$ cat src/rtl/utf8sd_pkg.sv
// Package of constants, the result record type and the lead-byte helper for the UTF-8 decoder.
package utf8sd_pkg;

   localparam int unsigned BYTE_W  = 8;
   localparam int unsigned CP_W    = 32;
   localparam int unsigned QUEUE_DEPTH = 4;
   localparam int unsigned QPTR_W  = $clog2(QUEUE_DEPTH);
   localparam int unsigned QCNT_W  = $clog2(QUEUE_DEPTH + 1);

   localparam logic [7:0]  CONT_MASK  = 8'hC0;
   localparam logic [7:0]  CONT_TAG   = 8'h80;
   localparam logic [5:0]  PAYLOAD6   = 6'h3F;
   localparam logic [6:0]  PAYLOAD7   = 7'h7F;
   localparam logic [31:0] ERROR_MARK = 32'h0000_005E;

   typedef struct packed {
      logic [CP_W-1:0] code_point;
      logic            bad_sequence;
      logic            last_of_run;
   } result_type;

   // Count of leading one bits of a byte, 0 to 8.
   function automatic logic [3:0] lead_ones(input logic [7:0] b);
      logic [3:0] n;
      casez (b)
         8'b0???_????: n = 4'd0;
         8'b10??_????: n = 4'd1;
         8'b110?_????: n = 4'd2;
         8'b1110_????: n = 4'd3;
         8'b1111_0???: n = 4'd4;
         8'b1111_10??: n = 4'd5;
         8'b1111_110?: n = 4'd6;
         8'b1111_1110: n = 4'd7;
         default:      n = 4'd8;
      endcase
      return n;
   endfunction

endpackage

$ cat src/rtl/utf8_stream_decoder_core.sv
// Byte-serial UTF-8 decoder: input register, single-pass decode and a small result queue.
// Each accepted byte is decoded from the input register into the result queue, and its
// first result is offered on rsp_ from there. Throughput: one byte per cycle while each
// byte yields at most one result and rsp_stall is low; a broken sequence can yield two, and
// input is held back while the four-entry queue has under two free entries. Synchronous
// reset clears the open sequence, input valid flag and queue; no result is offered.
module utf8_stream_decoder_core (
   input  logic                           clock,
   input  logic                           reset,
   input  logic                           req_valid,
   output logic                           req_stall,
   input  logic [utf8sd_pkg::BYTE_W-1:0]  req_byte_in,
   output logic                           rsp_valid,
   input  logic                           rsp_stall,
   output logic [utf8sd_pkg::CP_W-1:0]    rsp_code_point,
   output logic                           rsp_bad_sequence,
   output logic                           rsp_last_of_run
);
   import utf8sd_pkg::*;

   logic                  in_valid_ff, in_valid_in;
   logic [BYTE_W-1:0]     in_byte_ff, in_byte_in;
   logic [2:0]            pend_ff, pend_in;
   logic [CP_W-1:0]       part_ff, part_in;
   result_type            queue_ff [QUEUE_DEPTH];
   logic [QPTR_W-1:0]     head_ff, head_in;
   logic [QPTR_W-1:0]     tail_ff, tail_in;
   logic [QCNT_W-1:0]     count_ff, count_in;

   logic                  advance;
   logic                  pop;
   logic                  fresh;
   logic [1:0]            res_cnt;
   result_type            res [2];
   logic [3:0]            n_ones;
   logic [CP_W-1:0]       acc;
   logic [BYTE_W-1:0]     b;
   logic [QPTR_W-1:0]     tail_next;

   // Room for the two results a byte can cause must be free before it is decoded.
   assign advance   = (count_ff <= QCNT_W'(QUEUE_DEPTH - 2));
   assign req_stall = in_valid_ff && !advance;
   assign rsp_valid = (count_ff != '0);
   assign pop       = rsp_valid && !rsp_stall;

   assign rsp_code_point   = queue_ff[head_ff].code_point;
   assign rsp_bad_sequence = queue_ff[head_ff].bad_sequence;
   assign rsp_last_of_run  = queue_ff[head_ff].last_of_run;

   assign b         = in_byte_ff;
   assign n_ones    = lead_ones(b);
   assign acc       = {part_ff[CP_W-7:0], b[5:0] & PAYLOAD6};
   assign tail_next = tail_ff + QPTR_W'(1);

   always_comb begin
      in_valid_in = (req_valid && !req_stall) || (in_valid_ff && !advance);
      in_byte_in  = (req_valid && !req_stall) ? req_byte_in : in_byte_ff;
      pend_in     = pend_ff;
      part_in     = part_ff;
      res_cnt     = 2'd0;
      fresh       = 1'b1;
      res[0]      = '0;
      res[1]      = '0;

      if (in_valid_ff && advance) begin
         if (pend_ff != 3'd0) begin
            if ((b & CONT_MASK) == CONT_TAG) begin
               fresh   = 1'b0;
               part_in = acc;
               pend_in = pend_ff - 3'd1;
               if (pend_ff == 3'd1) begin
                  res[0]  = '{code_point: acc, bad_sequence: 1'b0, last_of_run: 1'b0};
                  res_cnt = 2'd1;
               end
            end else begin
               res[0]  = '{code_point: ERROR_MARK, bad_sequence: 1'b1, last_of_run: 1'b0};
               res_cnt = 2'd1;
               pend_in = 3'd0;
            end
         end

         // A byte that breaks a sequence is decoded again as a new byte.
         if (fresh) begin
            if (n_ones == 4'd0) begin
               res[res_cnt[0]] = '{code_point: CP_W'(b), bad_sequence: 1'b0,
                                   last_of_run: 1'b0};
               res_cnt = res_cnt + 2'd1;
            end else if (n_ones == 4'd1) begin
               res[res_cnt[0]] = '{code_point: CP_W'(b[6:0] & PAYLOAD7), bad_sequence: 1'b0,
                                   last_of_run: 1'b0};
               res_cnt = res_cnt + 2'd1;
            end else begin
               part_in = CP_W'(b & (8'hFF >> n_ones));
               pend_in = 3'(n_ones - 4'd1);
            end
         end

         if (res_cnt == 2'd1) begin
            res[0].last_of_run = 1'b1;
         end else if (res_cnt == 2'd2) begin
            res[1].last_of_run = 1'b1;
         end
      end

      head_in  = pop ? head_ff + QPTR_W'(1) : head_ff;
      tail_in  = tail_ff + QPTR_W'(res_cnt);
      count_in = count_ff + QCNT_W'(res_cnt) - QCNT_W'(pop);
   end

   always_ff @(posedge clock) begin
      if (reset) begin
         in_valid_ff <= 1'b0;
         pend_ff     <= 3'd0;
         part_ff     <= '0;
         head_ff     <= '0;
         tail_ff     <= '0;
         count_ff    <= '0;
      end else begin
         in_valid_ff <= in_valid_in;
         pend_ff     <= pend_in;
         part_ff     <= part_in;
         head_ff     <= head_in;
         tail_ff     <= tail_in;
         count_ff    <= count_in;
      end
   end

   always_ff @(posedge clock) begin
      in_byte_ff <= in_byte_in;
      if (res_cnt != 2'd0) begin
         queue_ff[tail_ff] <= res[0];
      end
      if (res_cnt == 2'd2) begin
         queue_ff[tail_next] <= res[1];
      end
   end

endmodule
$ cat config.mk
export PLATFORM = sky130hd
export DESIGN_NAME = utf8_stream_decoder_core
export DESIGN_NICKNAME = d
export VERILOG_FILES = /design/src/rtl/utf8sd_pkg.sv /design/src/rtl/utf8_stream_decoder_core.sv
export SDC_FILE = /design/constraint.sdc
export NUM_CORES = 1
export LEC_CHECK = 0
export BUFFER_PORTS_ARGS = -buffer_cell sky130_fd_sc_hd__buf_2
export CORE_MARGIN = 3
export CORE_UTILIZATION = 48
export DETAILED_ROUTE_END_ITERATION = 10
export PLACE_DENSITY_LB_ADDON = 0.08
export SYNTH_ARGS = -nofsm -noshare
export SYNTH_HDL_FRONTEND = slang
export SYNTH_SLANG_ARGS = --single-unit
$ cat constraint.sdc
create_clock -name clock -period 6.71 [get_ports clock]
set_input_delay 1.6775 -clock clock [delete_from_list [all_inputs] [get_ports clock]]
set_output_delay 1.6775 -clock clock [all_outputs]
set_load 0.05 [all_outputs]
## Word-level counts from Yosys, hierarchy flattened

Memory sizes are Yosys's and may differ from the RTL's. A register that Yosys moved wholly into a read port is not among the register bits.
Index checks and enable logic that the tools add are counted.

- Bits in registers: 51
- Bits in latches: 0
- Bits in writable memories: 136
- Bits in read-only memories: 0
- Logic and storage cells: 92
- Memories kept: 1

Memories:

| name | depth | bits a word | rd ports | clocked after Yosys merged registers in | wr ports | RTL line | RTL |
|---|---|---|---|---|---|---|---|
| queue_ff | 4 | 34 | 1 | 1 | 2 | utf8_stream_decoder_core.sv:25 | `result_type queue_ff [QUEUE_DEPTH];` |

- $add $sub $neg: 8
- Multiply operators: 0
- Div/mod/pow operators: 0
- Magnitude comparators: 3
- Equal/unequal tests: 12
- Shifts and indexed selects: 1
- Muxes and demuxes: 44
- Bitwise operators: 3
- Reductions and logical operators: 13

Operator list:

| kind | number |
|---|---|
| two-way mux 68 bit | 4 |
| two-way mux 34 bit | 5 |
| two-way mux 32 bit | 5 |
| bitwise mux 68 bit | 2 |
| demux 34 bit (select 1 bit) | 1 |
| bitwise AND 8 x 32 -> 32 bit | 1 |
| case mux 4 bit (8 select lines) | 1 |
| >> shifter 8 x 4 -> 32 bit, first input constant | 1 |
| two-way mux 2 bit | 10 |
| two-way mux 3 bit | 5 |
| two-way mux 1 bit | 11 |
| equality test 8 bit, second input constant | 1 |
| equality test 7 bit, second input constant | 1 |
| adder 2 x 1 -> 2 bit, second input constant | 3 |
| equality test 2 bit, second input constant | 3 |
| equality test 6 bit, second input constant | 1 |
| nonzero test 3 bit | 2 |
| subtractor 3 x 1 -> 3 bit, second input constant | 2 |
| equality test 5 bit, second input constant | 1 |
| logical AND 1 bit | 5 |
| equality test 4 x 1 -> 1 bit, second input constant | 1 |
| equality test 4 bit, second input constant | 1 |
| logical NOT 4 bit | 1 |
| adder 3 x 2 -> 3 bit | 1 |
| 13 further kinds | 15 |

## Depth between registers and ports, before layout

- Depth in word-level cells: 17
- Mapped depth: 15

## Worst setup path before layout

No wires, ideal clock.

- Path type: register to register
- From: reg in_byte_ff[1], in the netlist b[1]
- To: mem queue_ff[2][0] (netlist name) (enable)
- Setup time: 0.438 ns
- Arrival time: 4.216 ns
- Path slack: 2.056 ns
- Cell stages (with the launch flop): 14
- Buffers on the path: 1
- Clock period less this slack: 4.654 ns
- Path through: edfxtp_1 -> nor2b_1 -> o21ai_0 -> a21boi_0 -> o21ai_0 -> inv_1 -> ha_1 -> and2_1 -> ha_1 -> inv_1 -> a31oi_1 -> or3_1 -> buf_4 -> o22ai_1

RTL lines:

| item | RTL line | RTL |
|---|---|---|
| start: declaration | utf8_stream_decoder_core.sv:22 | `logic [BYTE_W-1:0] in_byte_ff, in_byte_in;` |
| start signal: assignment | utf8_stream_decoder_core.sv:129 | `in_byte_ff <= in_byte_in;` |
| end: declaration | utf8_stream_decoder_core.sv:25 |  |

==> flow_metrics.env <==
export IMPL_io_pins=48
export IMPL_stdcell_area_um2=9310
export IMPL_grt_pass1_wl_mm=27.9
export IMPL_die_area_um2=18900
export IMPL_fill_cells=1389
export IMPL_layout_min_cycle_time_ns=4.55
export IMPL_post_cts_resized=0
export IMPL_crit_type="flop to flop"
export IMPL_p_leak_nw=3.25
export IMPL_viasPerCell=5.75
export IMPL_cp_arrival_ns=4.60
export IMPL_final_cell_mix="144 x edfxtp_1, 83 x and2_1, 47 x nor2_1, 47 x buf_2, 38 x dfxtp_1"
export IMPL_numCtsBuffers=17
export IMPL_grt_pass1_vias=5018
export IMPL_num_vias=5076
export IMPL_antenna_found_initial=0
export IMPL_drv_slew=0
export IMPL_num_antenna_cells=0
export IMPL_drt_total_wl_mm=17.4
export IMPL_synth_top_area_share_pct=52.2
export IMPL_post_route_util_pct=55.5
export IMPL_cts_buffer_depth=2
export IMPL_worst_setup_path_start_kind="flop"
export IMPL_outcome="completed"
export IMPL_core_area_um2=16800
export IMPL_ys_flop_type="edfxtp_1"
export IMPL_cts_setup_buffers=0
export IMPL_powerDensity_nw_per_um2=346
export IMPL_die_x_um=137
export IMPL_finalClockSkew_ns=0.0133
export IMPL_worst_pin_slew_ns=0.988
export IMPL_nNetsFinal=673
export IMPL_initial_core_util_pct=49.4
export IMPL_busiest_layer="met2"
export IMPL_finalHoldViolations=0
export IMPL_cts_sinks=183
export IMPL_htreeDepth=4
export IMPL_hpwl_mm=11.0
export IMPL_syn_area_per_cell_um2=13.5
export IMPL_tritoncts="built"
export IMPL_grt_max_degree=81
export IMPL_synth_top_cell_by_area="edfxtp_1"
export IMPL_path_cells="nor2b_1 > o21ai_0 > a21boi_0 > o21ai_0 > inv_1 > ha_1 > and2_1 > ha_1 > inv_1 > a31oi_1 > or3_1 > nor2_4 > or2_2"
export IMPL_async_flop_share_pct=0
export IMPL_post_route_period_util_pct=67.8
export IMPL_die_h_um=137
export IMPL_setup_violations=0
export IMPL_clkSlewWorstSetupHoldPaths_ns=0.07
export IMPL_synth_cell_types=49
export IMPL_clk_latency_ns=0.43
export IMPL_grt_setup_unrepaired="no"
export IMPL_drive_above_1_share_pct=20.5
export IMPL_fmaxAchievable_mhz=220
export IMPL_hp_class="flop to flop"
export IMPL_met1_usage_pct=29.1
export IMPL_io_buffers=47
export IMPL_ir_worst_vdd_mv=0.232
export IMPL_syn_to_final_growth_pct=12.3
export IMPL_endpoint_kind="flop"
export IMPL_tns_ns=0
export IMPL_synth_area_um2=8290
export IMPL_met2_usage_pct=30.0
export IMPL_ys_warnings_count=0
export IMPL_yosys_top_cells_area="edfxtp_1 52%, dfxtp_1 9.4%, mux4_2 9.2%"
export IMPL_drt_iter0_drc=451
export IMPL_seq_area_frac_synth_pct=61.6
export IMPL_max_slew_margin_rel_pct=33.8
export IMPL_crit_fanout=34
export IMPL_placed_area_um2=8750
export IMPL_cts_hold_buffers_added=0
export IMPL_crit_path_top_delay_cell="or2_2"
export IMPL_num_rows=47
export IMPL_layout_commonest_cell="edfxtp_1"
export IMPL_ys_ff_latch=183
export IMPL_slowest_delay_ns=0.84
export IMPL_place_congestion=0.868
export IMPL_met3_usage_pct=3.43
export IMPL_syn_nets=635
export IMPL_wl_per_cell_um=19.7
export IMPL_remaining_drc_errors=0
export IMPL_cts_root_buf="clkbuf_16"
export IMPL_overflow=0
export IMPL_maxCapViolations=0
export IMPL_syn_inst=612
export IMPL_gr_usage_all_layers_pct=19.6
export IMPL_worst_ep_required_time_ns=6.76
export IMPL_drt_pass1_iter_count=5
export IMPL_synth_edf_count=144
export IMPL_ant_nets=0
==> cell families after synthesis <==
family	count (synthesis)	synth area share [%]
buffers and inverters	48	2.31
xor gates and xnor gates	8	1.01
and+or+nand+nor	219	14.7
muxes	58	12.1
DFF	183	61.6
AOI/OAI and AO/OA	85	6.48
adders and majority gates	11	1.75
==> path summary, 6_finish.rpt <==
path              start         endpoint  slack [ns]  cells after the start
max                b[1]  queue_ff[0][29]        2.16                     13
min          pend_ff[1]       pend_ff[1]        0.52                      2
max reg2reg        b[1]  queue_ff[0][29]        2.16                     13
min reg2reg  pend_ff[1]       pend_ff[1]        0.52                      2
==> through the flow <==
stage / power [mW] / setup slack (ns) / hold WS, ns / cells
6_report: 3.22 / 2.16 / 0.515 / 883
5_1_grt: 3.36 / 1.76 / 0.570 / 883
4_1_cts: 3.24 / 2.14 / 0.523 / 883
3_5_place_dp: 2.30 / 2.15 / 0.508 / 851
3_3_place_gp: 2.29 / 2.29 / 0.494 / 851
2_1_floorplan: 2.10 / 2.06 / 0.466 / 612
==> cell usage after synthesis (all sizes together) (4+ instances only) <==
master / n
edfxtp: 144
and2: 83
nor2: 51
dfxtp: 39
mux4: 34
clkbuf: 26
nand2: 26
mux2i: 24
o21ai: 23
a22oi: 22
a21oi: 18
and3: 18
inv: 12
buf: 10
ha: 10
nor2b: 10
nand3: 8
or3: 5
nand2b: 4
nor3: 4
xnor2: 4
==> layout make-up <==
cell class | instances | area, um^2 | area share [%]
Sequential cell | 183 | 5110 | 54.9
Tap cell | 220 | 275 | 2.96
Clock inverter | 15 | 134 | 1.44
Multi-Input combinational cell | 381 | 3030 | 32.5
Timing Repair Buffer | 55 | 295 | 3.17
Inverter | 12 | 45.0 | 0.484
Clock buffer | 17 | 425 | 4.57
==> flip-flops by register name (all words and copies together), names as in the netlist, named ones only <==
| name | count |
|---|---|
| in_valid_ff | 1 |
| pend_ff | 3 |
| b | 8 |
| queue_ff | 136 |
| tail_ff | 2 |
| count_ff | 3 |
| head_ff | 2 |
| part_ff | 26 |
==> where the power goes <==
group          leakage (nW)  total (mW)  internal, mW  switching, mW
logic                  1.27       0.915         0.287          0.627
registers              1.70        1.36          1.31         0.0444
clock network         0.276       0.946         0.489          0.457
==> routing by layer <==
layer / up-vias / share of wire, %
met4: 0 / 1.2
met3: 19 / 5.7
li1: 2352 / -
met2: 167 / 46
met1: 2538 / 47
met5: - / 0
==> critical path: cells and delay by family, from the launching register on <==
kind | cells | cell delay (ns)
AOI/OAI and AO/OA | 4 | 0.79
adders and majority gates | 2 | 0.57
buffers and inverters | 2 | 0.24
DFF | 1 | 0.47
and+or+nand+nor | 5 | 2.09
(Power assumes the default switching activity.)
